$ cat src/rtl/core/mmrp_pkg.sv
// ----------------------------------------------------------------------------
// mmrp_pkg: shared types and constants of the meter reply parser
// Holds the frame geometry, CRC constants, register indexes and the result
// record that the frame tracker hands to the top level.
// ----------------------------------------------------------------------------
`default_nettype none

package mmrp_pkg;

	// Frame geometry: total length and the span covered by the CRC.
	localparam int unsigned FRAME_LEN = 25;
	localparam int unsigned CRC_SPAN  = 23;

	// CRC-16/MODBUS, reflected form.
	localparam logic [15:0] CRC_INIT = 16'hFFFF;
	localparam logic [15:0] CRC_POLY = 16'hA001;

	// Configuration register indexes and reset values.
	localparam logic CFG_SLAVE_ADDR = 1'b0;
	localparam logic CFG_FUNC_CODE  = 1'b1;
	localparam logic [7:0] SLAVE_ADDR_RST = 8'h01;
	localparam logic [7:0] FUNC_CODE_RST  = 8'h04;

	// Request kinds on the input tuser bit.
	localparam logic REQ_BYTE  = 1'b0;
	localparam logic REQ_FLUSH = 1'b1;

	// Result status codes.
	typedef enum logic [1:0] {
		ST_OK       = 2'd0,
		ST_BAD_FUNC = 2'd1,
		ST_BAD_CRC  = 2'd2
	} status_t;

	// One parsed reply.
	typedef struct packed {
		logic [15:0] frequency;
		logic [31:0] power;
		logic [31:0] current;
		logic [15:0] voltage;
		status_t     status;
	} result_t;

endpackage

`default_nettype wire

$ cat src/rtl/core/mmrp_crc_byte.sv
// ----------------------------------------------------------------------------
// mmrp_crc_byte: one-byte CRC-16/MODBUS update
// Folds one byte into a running CRC with the eight shift steps unrolled.
// ----------------------------------------------------------------------------
`default_nettype none

module mmrp_crc_byte (
	input  wire logic [15:0] crc_in,
	input  wire logic [7:0]  data,
	output logic      [15:0] crc_out
);

	// Eight reflected shift-and-xor steps over the low byte.
	always_comb begin
		logic [15:0] c;
		c = crc_in ^ {8'h00, data};
		for (int k = 0; k < 8; k++) begin
			if (c[0]) begin
				c = (c >> 1) ^ mmrp_pkg::CRC_POLY;
			end else begin
				c = c >> 1;
			end
		end
		crc_out = c;
	end

endmodule

`default_nettype wire

$ cat src/rtl/core/mmrp_frame.sv
// ----------------------------------------------------------------------------
// mmrp_frame: frame tracker of the meter reply parser
// Holds the byte count, running CRC and field captures of the open frame and
// builds the result when the last byte of the frame arrives.
// ----------------------------------------------------------------------------
`default_nettype none

module mmrp_frame (
	input  wire logic                clk,
	input  wire logic                arst_n,
	input  wire logic                proc,
	input  wire logic                req_type,
	input  wire logic [7:0]          rx_byte,
	input  wire logic [7:0]          slave_addr,
	input  wire logic [7:0]          func_code,
	output logic                     res_vld,
	output mmrp_pkg::result_t        res
);

	localparam logic [4:0] LAST_POS = 5'(mmrp_pkg::FRAME_LEN - 1);
	localparam logic [4:0] CRC_END  = 5'(mmrp_pkg::CRC_SPAN);

	logic [4:0]  byte_count_q;
	logic [15:0] crc_q;
	logic [7:0]  func_seen_q;
	logic [7:0]  crc_low_q;
	logic [15:0] voltage_q;
	logic [31:0] current_q;
	logic [31:0] power_q;
	logic [15:0] frequency_q;

	logic        flush;
	logic        take;
	logic [15:0] crc_base;
	logic [15:0] crc_next;
	logic        last;

	// A byte enters the frame if a frame is open or it matches the address.
	assign flush    = proc && (req_type == mmrp_pkg::REQ_FLUSH);
	assign take     = proc && (req_type == mmrp_pkg::REQ_BYTE)
	                  && ((byte_count_q != 5'd0) || (rx_byte == slave_addr));
	assign crc_base = (byte_count_q == 5'd0) ? mmrp_pkg::CRC_INIT : crc_q;
	assign last     = (byte_count_q == LAST_POS);

	mmrp_crc_byte u_crc (
		.crc_in  (crc_base),
		.data    (rx_byte),
		.crc_out (crc_next)
	);

	// Result of a completed frame; function code is checked before the CRC.
	always_comb begin
		res_vld       = take && last;
		res.status    = mmrp_pkg::ST_OK;
		res.voltage   = voltage_q;
		res.current   = current_q;
		res.power     = power_q;
		res.frequency = frequency_q;
		if (func_seen_q != func_code) begin
			res.status = mmrp_pkg::ST_BAD_FUNC;
		end else if (crc_q != {rx_byte, crc_low_q}) begin
			res.status = mmrp_pkg::ST_BAD_CRC;
		end
		if (res.status != mmrp_pkg::ST_OK) begin
			res.voltage   = '0;
			res.current   = '0;
			res.power     = '0;
			res.frequency = '0;
		end
	end

	// Frame state and field captures.
	always_ff @(posedge clk or negedge arst_n) begin
		if (!arst_n) begin
			byte_count_q <= '0;
			crc_q        <= mmrp_pkg::CRC_INIT;
			func_seen_q  <= '0;
			crc_low_q    <= '0;
			voltage_q    <= '0;
			current_q    <= '0;
			power_q      <= '0;
			frequency_q  <= '0;
		end else if (flush) begin
			byte_count_q <= '0;
		end else if (take) begin
			byte_count_q <= last ? 5'd0 : byte_count_q + 5'd1;
			if (byte_count_q < CRC_END) begin
				crc_q <= crc_next;
			end
			case (byte_count_q)
				5'd1:  func_seen_q         <= rx_byte;
				5'd3:  voltage_q[15:8]     <= rx_byte;
				5'd4:  voltage_q[7:0]      <= rx_byte;
				5'd5:  current_q[15:8]     <= rx_byte;
				5'd6:  current_q[7:0]      <= rx_byte;
				5'd7:  current_q[31:24]    <= rx_byte;
				5'd8:  current_q[23:16]    <= rx_byte;
				5'd9:  power_q[15:8]       <= rx_byte;
				5'd10: power_q[7:0]        <= rx_byte;
				5'd11: power_q[31:24]      <= rx_byte;
				5'd12: power_q[23:16]      <= rx_byte;
				5'd17: frequency_q[15:8]   <= rx_byte;
				5'd18: frequency_q[7:0]    <= rx_byte;
				5'd23: crc_low_q           <= rx_byte;
				default: ;
			endcase
		end
	end

	// The count never runs past the last byte position.
	a_count_range: assert property (@(posedge clk) disable iff (!arst_n)
		byte_count_q <= LAST_POS)
		else $error("byte count beyond frame length");

	// A flush always closes the open frame.
	a_flush_closes: assert property (@(posedge clk) disable iff (!arst_n)
		flush |=> (byte_count_q == 5'd0))
		else $error("flush did not clear the byte count");

endmodule

`default_nettype wire

$ cat src/rtl/core/modbus_meter_reply_parser.sv
// ----------------------------------------------------------------------------
// modbus_meter_reply_parser: Modbus RTU meter reply parser
// Parses 25-byte read-input-registers replies into status and measurements.
// ----------------------------------------------------------------------------
// Each request is one received byte (tuser 0) or a flush (tuser 1). Requests
// are taken one per clock unless the output stalls: a request is held in the
// input register, where the frame tracker updates its count, CRC and
// captures, and a reply that completes with its 25th byte is written to the
// output register in the same cycle. While a result waits for the sink, the
// input register can still take one request; after that the input stalls
// until the result is taken, whether or not the held request would complete
// a reply. Bytes that arrive with no frame open and do not match the slave
// address are dropped. Values are zero unless the status is ok.
`default_nettype none

module modbus_meter_reply_parser (
	input  wire logic        clk,
	input  wire logic        arst_n,
	// Configuration write port.
	input  wire logic        cfg_we,
	input  wire logic        cfg_idx,
	input  wire logic [7:0]  cfg_data,
	// Request stream.
	input  wire logic        s_axis_tvalid,
	output logic             s_axis_tready,
	input  wire logic [7:0]  s_axis_tdata,   // [7:0] rx_byte
	input  wire logic [0:0]  s_axis_tuser,   // [0] req_type
	// Result stream.
	output logic             m_axis_tvalid,
	input  wire logic        m_axis_tready,
	output logic [95:0]      m_axis_tdata,   // [15:0] voltage, [47:16] current,
	                                         // [79:48] power, [95:80] frequency
	output logic [1:0]       m_axis_tuser    // [1:0] status
);

	logic [7:0]        slave_addr_q;
	logic [7:0]        func_code_q;
	logic              vld_s1;
	logic              req_type_s1;
	logic [7:0]        rx_byte_s1;
	logic              out_vld_q;
	mmrp_pkg::result_t out_q;
	logic              out_free;
	logic              proc;
	logic              res_vld;
	mmrp_pkg::result_t res;

	// Configuration registers.
	always_ff @(posedge clk or negedge arst_n) begin
		if (!arst_n) begin
			slave_addr_q <= mmrp_pkg::SLAVE_ADDR_RST;
			func_code_q  <= mmrp_pkg::FUNC_CODE_RST;
		end else if (cfg_we) begin
			case (cfg_idx)
				mmrp_pkg::CFG_SLAVE_ADDR: slave_addr_q <= cfg_data;
				mmrp_pkg::CFG_FUNC_CODE:  func_code_q  <= cfg_data;
				default: ;
			endcase
		end
	end

	// Handshake: the input stage moves on whenever the output slot is free.
	assign out_free      = !out_vld_q || m_axis_tready;
	assign proc          = vld_s1 && out_free;
	assign s_axis_tready = !vld_s1 || out_free;

	// Input register.
	always_ff @(posedge clk or negedge arst_n) begin
		if (!arst_n) begin
			vld_s1 <= 1'b0;
		end else if (s_axis_tready) begin
			vld_s1 <= s_axis_tvalid;
		end
	end

	always_ff @(posedge clk) begin
		if (s_axis_tvalid && s_axis_tready) begin
			req_type_s1 <= s_axis_tuser[0];
			rx_byte_s1  <= s_axis_tdata;
		end
	end

	mmrp_frame u_frame (
		.clk        (clk),
		.arst_n     (arst_n),
		.proc       (proc),
		.req_type   (req_type_s1),
		.rx_byte    (rx_byte_s1),
		.slave_addr (slave_addr_q),
		.func_code  (func_code_q),
		.res_vld    (res_vld),
		.res        (res)
	);

	// Output register.
	always_ff @(posedge clk or negedge arst_n) begin
		if (!arst_n) begin
			out_vld_q <= 1'b0;
		end else if (out_free) begin
			out_vld_q <= proc && res_vld;
		end
	end

	always_ff @(posedge clk) begin
		if (proc && res_vld) begin
			out_q <= res;
		end
	end

	assign m_axis_tvalid = out_vld_q;
	assign m_axis_tuser  = out_q.status;
	assign m_axis_tdata  = {out_q.frequency, out_q.power, out_q.current, out_q.voltage};

	// A new result only appears after a byte request was processed.
	a_result_from_byte: assert property (@(posedge clk) disable iff (!arst_n)
		$rose(out_vld_q) |-> $past(proc && (req_type_s1 == mmrp_pkg::REQ_BYTE)))
		else $error("result without a processed byte request");

	// Error results carry no measurements.
	a_error_zero: assert property (@(posedge clk) disable iff (!arst_n)
		(out_vld_q && (out_q.status != mmrp_pkg::ST_OK)) |-> (m_axis_tdata == '0))
		else $error("error result with nonzero values");

endmodule

`default_nettype wire

$ cat config.mk
export PLATFORM = sky130hd
export DESIGN_NAME = modbus_meter_reply_parser
export DESIGN_NICKNAME = d
export VERILOG_FILES = /design/src/rtl/core/mmrp_pkg.sv /design/src/rtl/core/mmrp_crc_byte.sv /design/src/rtl/core/mmrp_frame.sv /design/src/rtl/core/modbus_meter_reply_parser.sv
export SDC_FILE = /design/constraint.sdc
export NUM_CORES = 1
export LEC_CHECK = 0
export BUFFER_PORTS_ARGS = -buffer_cell sky130_fd_sc_hd__buf_2
export CORE_MARGIN = 10
export CORE_UTILIZATION = 35
export DETAILED_ROUTE_END_ITERATION = 10
export GPL_TIMING_DRIVEN = 0
export HOLD_SLACK_MARGIN = 0.06
export MAX_ROUTING_LAYER = met4
export PLACE_DENSITY = 0.59
export SLEW_MARGIN = 25
export SYNTH_ARGS = -nofsm -noshare
export SYNTH_HDL_FRONTEND = slang
export SYNTH_SLANG_ARGS = --single-unit
$ cat constraint.sdc
create_clock -name clk -period 7.54 [get_ports clk]
set_input_delay 0 -clock clk [delete_from_list [all_inputs] [get_ports clk]]
set_output_delay 0 -clock clk [all_outputs]
set_load 0.02 [all_outputs]
==> results.toml, run 1 <==
[layout]
num_antenna_cells = 0
final.fill_count = 2780
fin_cells = 1298
nNetsFinal = 913
drive_above_1_share_pct = 37.3
design_area_sq_um = 13000
regArea_sq_um = 7010
areaGrowthSynthToFinish_pct = 23.6
multi_input_area_sq_um = 3320

[routing]
drtIter0Drc = 346
avgViaCountPerCell = 4.60
drtPass1Iterations = 4
ant_nets = 0
num_vias = 5966
drc = 0
routed_wl_mm = 23.5
wl_per_cell_microns = 18.1

[clock_network]
clockBufferDepth = 3
cts_inserted_buffers = 29
hold_buffers = 23
cts-root-buf = "clkbuf_16"
clock_sinks = 258
post-cts-setup-buffer-count = 0
htreeDepth = 1
cts.clk_slew.worst_paths_ns = 0.06
tritoncts = "built"
insertion_delay_ns = 0.53
cts-resized-gates = 0

[sta]
tightest_slew_ns = 0.875
fin_ws_ns = 4.49
fmax_mhz = 328
fin_crit_ns = 3.05
rsz0062_at_grt = "false"
slew_viol_final = 0
clock_skew_ns = 0.0103
hold_viol = 0
finalSetupViolCount = 0
maxSlewHeadroom_pct = 41.7
fin_crit_sh_pct = 40.4

[power]
p_per_area_nw_per_um2 = 301
switching_share_pct = 25.6
p_int_mw = 2.91
peakVddDrop_v = 0.000192
p_seq_share_pct = 44.9
p_comb_share_pct = 18.4
clkPwrFrac_pct = 36.7
power_switching_mw = 1.00
leakagePower_nw = 5.55

[placement]
dpl_cell_area_sq_um = 11800
port-buffer-count = 122
gp_congestion = 0.837
dp_slack_ns = 4.46
place_inst = 1222
dp_hpwl_mm = 15.7

[critical_path]
startpoint_type = "flip-flop"
arrival_ns = 3.43
cp-end-kind = "flip-flop"
crit_type = "flip-flop to flip-flop"
startpoint = "rx_byte_s1[2]"
path_cells = "buf_2 -> xnor2_1 -> nand4_1 -> nor4_1 -> and2b_1 -> buf_1 -> clkbuf_1 -> and2_1"
cp_slowest_cell = "buf_1"
critPathMaxFanout = 10
rr_startpoint = "rx_byte_s1[2]"
slowest_delay_ns = 0.44
crit_required_ns = 7.92

[synthesis]
yosysTopAreaCell = "dfrtp_1"
yosysTopAreaCellShare_pct = 31.6
ys.flop_type = "dfrtp_1"
synth_nets = 732
synthDistinctLibCells = 45
netlist_area_sq_um = 10500
synth-seq-cells = 258
yosys-top-cells-area = "dfrtp_1, edfxtp_1, mux2_2"
synth.avg_cell_area_sq_um = 14.9
ys_seq_area_share_pct = 66.7
synthArstFlopShare_pct = 58.5
syn_inst = 705
ys.warnings.count = 0
synth_edf_count = 107

[die]
core-area_sq_um = 29600
io-pin-count = 123
die_area_sq_um = 37400
die_w_microns = 193
row_count = 63
start_util_pct = 35.5
die_y_microns = 193

[job]
cap_violations = 0

[global_route]
grt_antenna_before_repair = 0
grt_pass1_vias = 6223
grt_max_degree = 85
grt_overflow = 0
grt_usage_pct = 12.7
grt_pass1_wl_mm = 37.1

[worst_hold_path]
hold_class = "primary input to flip-flop"
hold_path_startpoint = "cfg_we"

[status]
status = "finished clean"
-- synthesized netlist by cell type, types with 2 or more instances --
cell type / count
nand2_1: 33
mux2_2: 126
buf_6: 2
xor2_1: 21
clkbuf_1: 23
xor3_1: 2
a21o_1: 2
nor2_1: 18
xnor2_1: 39
nor3_1: 3
nor4_1: 7
and3_1: 3
nand2b_1: 2
inv_1: 4
dfstp_2: 18
buf_2: 7
and2_1: 97
buf_4: 3
o21ai_0: 18
mux2_1: 3
edfxtp_1: 107
dfrtp_1: 133
nand3_1: 3
ha_1: 4
nand4_1: 7
-- flip-flops by register name, indices dropped and copies added, names as in the netlist, 16 cells and up --
register             count
u_frame.crc_q           16
u_frame.frequency_q     16
m_axis_tdata            96
u_frame.voltage_q       16
u_frame.current_q       32
u_frame.power_q         32
-- through the flow --
step	util [%]	power, mW	hold slack, ns	setup TNS [ns]
2_1_floorplan	-	2.31	-0.296	0
3_3_place_gp	39.2	2.48	0.178	-18.45
3_5_place_dp	39.7	2.49	0.00637	0
4_1_cts	43.9	3.96	0.126	0
5_1_grt	43.9	4.11	0.157	0
6_report	43.9	3.91	0.121	0
-- critical path: cells and delay by family, from the launching register on --
| family | cells | cell delay (ns) |
|---|---|---|
| DFF | 1 | 0.32 |
| xor gates and xnor gates | 1 | 0.16 |
| buffers and inverters | 3 | 1.20 |
| and+or+nand+nor | 4 | 1.22 |
-- layer usage --
metal / wire length, microns / part of all wire, % / vias up / global-route usage [%]
met2: 10900 / 47 / 156 / 19.7
li1: - / - / 2840 / -
met5: 0 / 0 / - / -
met4: 397 / 1.7 / 0 / 2.89
met1: 10700 / 46 / 2944 / 16.8
met3: 1400 / 6.0 / 26 / 2.63
-- layout make-up --
cell class | instances | share of cell area [%]
buffer | 37 | 1.37
clock buffer | 34 | 5.72
clock inverter | 19 | 1.82
inverter | 4 | 0.115
multi-input combinational | 406 | 25.6
sequential | 258 | 53.9
tap | 390 | 3.75
timing repair buffer | 150 | 7.73
-- layout by cell type, fill, tap and decap left out, types with 17 or more instances in the layout --
| master | Yosys | routed |
|---|---|---|
| dfrtp_1 | 133 | 133 |
| buf_2 | 7 | 128 |
| mux2_2 | 126 | 126 |
| edfxtp_1 | 107 | 107 |
| and2_1 | 97 | 97 |
| xnor2_1 | 39 | 39 |
| nand2_1 | 33 | 33 |
| clkbuf_16 | 0 | 29 |
| clkbuf_1 | 23 | 28 |
| dlygate4sd3_1 | 0 | 22 |
| xor2_1 | 21 | 21 |
| o21ai_0 | 18 | 18 |
| dfstp_2 | 18 | 18 |
| nor2_1 | 18 | 17 |
-- power groups by stage --
| stage | Clock [mW] | Sequential, mW | Combinational (mW) |
|---|---|---|---|
| 2_1_floorplan | 0 | 1.75 | 0.562 |
| 3_3_place_gp | 0 | 1.78 | 0.702 |
| 3_5_place_dp | 0 | 1.78 | 0.710 |
| 4_1_cts | 1.47 | 1.76 | 0.726 |
| 5_1_grt | 1.54 | 1.78 | 0.794 |
| 6_report | 1.43 | 1.76 | 0.718 |
-- path summary, 6_finish.rpt --
check                                       endpoint  slack (ns)  cells past startpoint
max in group asynchronous       u_frame.current_q[8]        6.50                      4
min in group asynchronous             func_code_q[2]        0.60                      3
worst max register to register      m_axis_tdata[15]        4.49                      8
worst min register to register  u_frame.voltage_q[2]        0.49                      1
worst min-delay path                  func_code_q[4]        0.12                      3
worst max-delay path                m_axis_tdata[15]        4.49                      8
-- logic make-up after synthesis --
kind of cell / Yosys count / share of synthesized area (%)
flip-flops: 258 / 66.7
XOR/XNOR: 63 / 5.66
buffers and inverters: 41 / 1.83
AO/OA/AOI/OAI: 27 / 1.66
multiplexers: 129 / 13.8
adder cells (fa/ha/maj): 4 / 0.476
AND/OR/NAND/NOR: 183 / 9.92
Power figures use the tool's default switching activity.
==> inputs of run 2 (changes only) <==
clock period = 3.1 ns   (was 7.54 ns; I/O delays follow)
==> run 2 against run 1 <==
Via count decreased by 0.30%. Highest routed layer unchanged. Power up 140%. Global-route usage barely moved. Combinational power rose by 150%. Clock power rose by 130%. Flip-flop and latch count unchanged. Maximum frequency rose by 7.1%. First-iteration DRC count grew 2.9%. Final area decreased by 0.20%. Sequential power increased by 140%. Count of clock-buffer cells in the layout increased by 6.
==> results.toml, run 2 (same netlist as run 1, synthesis figures left out) <==
[critical_path]
critPathMaxFanout = 10
path_cells = "buf_2 -> xnor2_1 -> nand4_1 -> nor4_1 -> and2b_2 -> buf_2 -> clkbuf_1 -> and2_1"
cp-end-kind = "flip-flop"
path_common_cell = "buf_2"
cp_top_family = "simple AND/OR/NAND/NOR gates"
crit_required_ns = 3.49
slowest_delay_ns = 0.48
arrival_ns = 3.23
startpoint_type = "flip-flop"
crit_type = "flip-flop to flip-flop"
crit_buf_inv = 3
cp_slowest_cell = "nor4_1"

[worst_hold_path]
hold_class = "primary input to flip-flop"

[power]
p_per_area_nw_per_um2 = 726
p_total_mw = 9.42
peakVddDrop_v = 0.000483
leakagePower_nw = 5.54

[layout]
nNetsFinal = 914
num_antenna_cells = 0
largest_reg_flops = 96
fin_cells = 1299
drive_above_1_share_pct = 37.3
mostFrequentLayoutCell = "dfrtp_1"
layout_common_cells = "dfrtp_1, buf_2, mux2_2"
areaGrowthSynthToFinish_pct = 23.3

[global_route]
grt_max_degree = 82
grt_pass1_wl_mm = 37.2
grt_antenna_before_repair = 0
grt_usage_pct = 12.7
grt_overflow = 0
grt_pass1_vias = 6243

[placement]
place_inst = 1222
gp_congestion = 0.823
port-buffer-count = 122
dp_hpwl_mm = 15.8

[routing]
drtIter0Drc = 356
routed_wl_mm = 23.4
ant_nets = 0
wl_per_cell_microns = 18.0
avgViaCountPerCell = 4.58
drc = 0
num_vias = 5948
drtPass1Iterations = 4

[clock_network]
htreeDepth = 1
clock_sinks = 258
insertion_delay_ns = 0.56
cts.clk_slew.worst_paths_ns = 0.06
cts_inserted_buffers = 28
cts-root-buf = "clkbuf_16"
clockBufferDepth = 3
tritoncts = "built"

[die]
start_util_pct = 35.5
die_area_sq_um = 37400
die_y_microns = 193
row_count = 63
die_w_microns = 193
io-pin-count = 123
core-area_sq_um = 29600

[sta]
maxSlewHeadroom_pct = 39.8
tightest_slew_ns = 0.903
slew_viol_final = 0
rsz0062_at_grt = "false"
fmax_mhz = 351
hold_viol = 0
clock_skew_ns = 0.0290
fin_crit_sh_pct = 91.8
fin_crit_ns = 2.85
finalSetupViolCount = 0

[status]
status = "finished clean"

[job]
cap_violations = 0
[run 2: changes by cell type in the layout (fill, tap and decap cells not counted), moves of 2 or more]
cell,delta
buf_4,+3
bufinv_16,-3
clkbuf_1,+2
clkbuf_8,+4
clkinv_1,+2
clkinv_2,-4
clkinvlp_4,-2
[run 2: final cells by class]
type	count	area, sq um
Clock inverter	12	140
Clock buffer	40	807
Fill cell	2784	16700
Timing Repair Buffer	152	1010
Buffer	37	179
Sequential cell	258	7010
Inverter	4	15.0
Tap cell	390	488
Multi-Input combinational cell	406	3330
[run 2: tightest hold or removal path, delay by kind of cell]
kind / cells / cell delay [ns]
and+or+nand+nor: 1 / 0.24
AOI/OAI and AO/OA: 1 / 0.22
buffers and inverters: 1 / 0.10
[run 2: stage by stage]
stage / util [%] / worst slack, ns / hold WS [ns] / instance area, sq um / setup TNS [ns]
after floorplan: - / 0.309 / -0.296 / 10500 / 0
after global placement: 39.2 / -0.542 / 0.177 / 11600 / -107.78
after detailed placement: 39.7 / -0.130 / 0.0104 / 11800 / -1.16
after CTS: 43.7 / 0.0625 / 0.0792 / 13000 / 0
after global routing: 43.8 / 0.0458 / 0.120 / 13000 / 0
final: 43.8 / 0.255 / 0.0963 / 13000 / 0
[run 2: layer usage]
| layer | share of wire [%] | routed length (microns) | vias up | global-route usage [%] |
|---|---|---|---|---|
| li1 | - | - | 2826 | - |
| met1 | 45 | 10600 | 2945 | 16.5 |
| met2 | 48 | 11200 | 142 | 20.2 |
| met3 | 4.4 | 1030 | 35 | 2.14 |
| met4 | 2.5 | 578 | 0 | 3.72 |
| met5 | 0 | 0 | - | - |
[run 2: where the power goes]
group          internal (mW)  total (mW)  switching, mW
clock                   1.99        3.36           1.37
sequential              4.01        4.27          0.263
combinational          0.974        1.79          0.820
[run 2: worst paths after layout]
| check | from | end | slack [ns] | cells after the start |
|---|---|---|---|---|
| hold reg to reg | u_frame.voltage_q[2] | u_frame.voltage_q[2] | 0.48 | 1 |
| hold / removal | m_axis_tready | m_axis_tvalid | 0.1 | 3 |
| max in group asynchronous | arst_n | func_code_q[2] | 2.07 | 4 |
| setup reg to reg | rx_byte_s1[0] | m_axis_tdata[83] | 0.25 | 8 |
| min in group asynchronous | arst_n | u_frame.crc_q[2] | 0.56 | 3 |
| setup / recovery | rx_byte_s1[0] | m_axis_tdata[83] | 0.25 | 8 |
[run 2: timing repair]
item,4_1_cts,5_1_grt
setup buffers,0,3
endpoints found under the hold margin,175,0
hold buffers,22,0
resized for setup,1,1
setup endpoints to repair,25,53
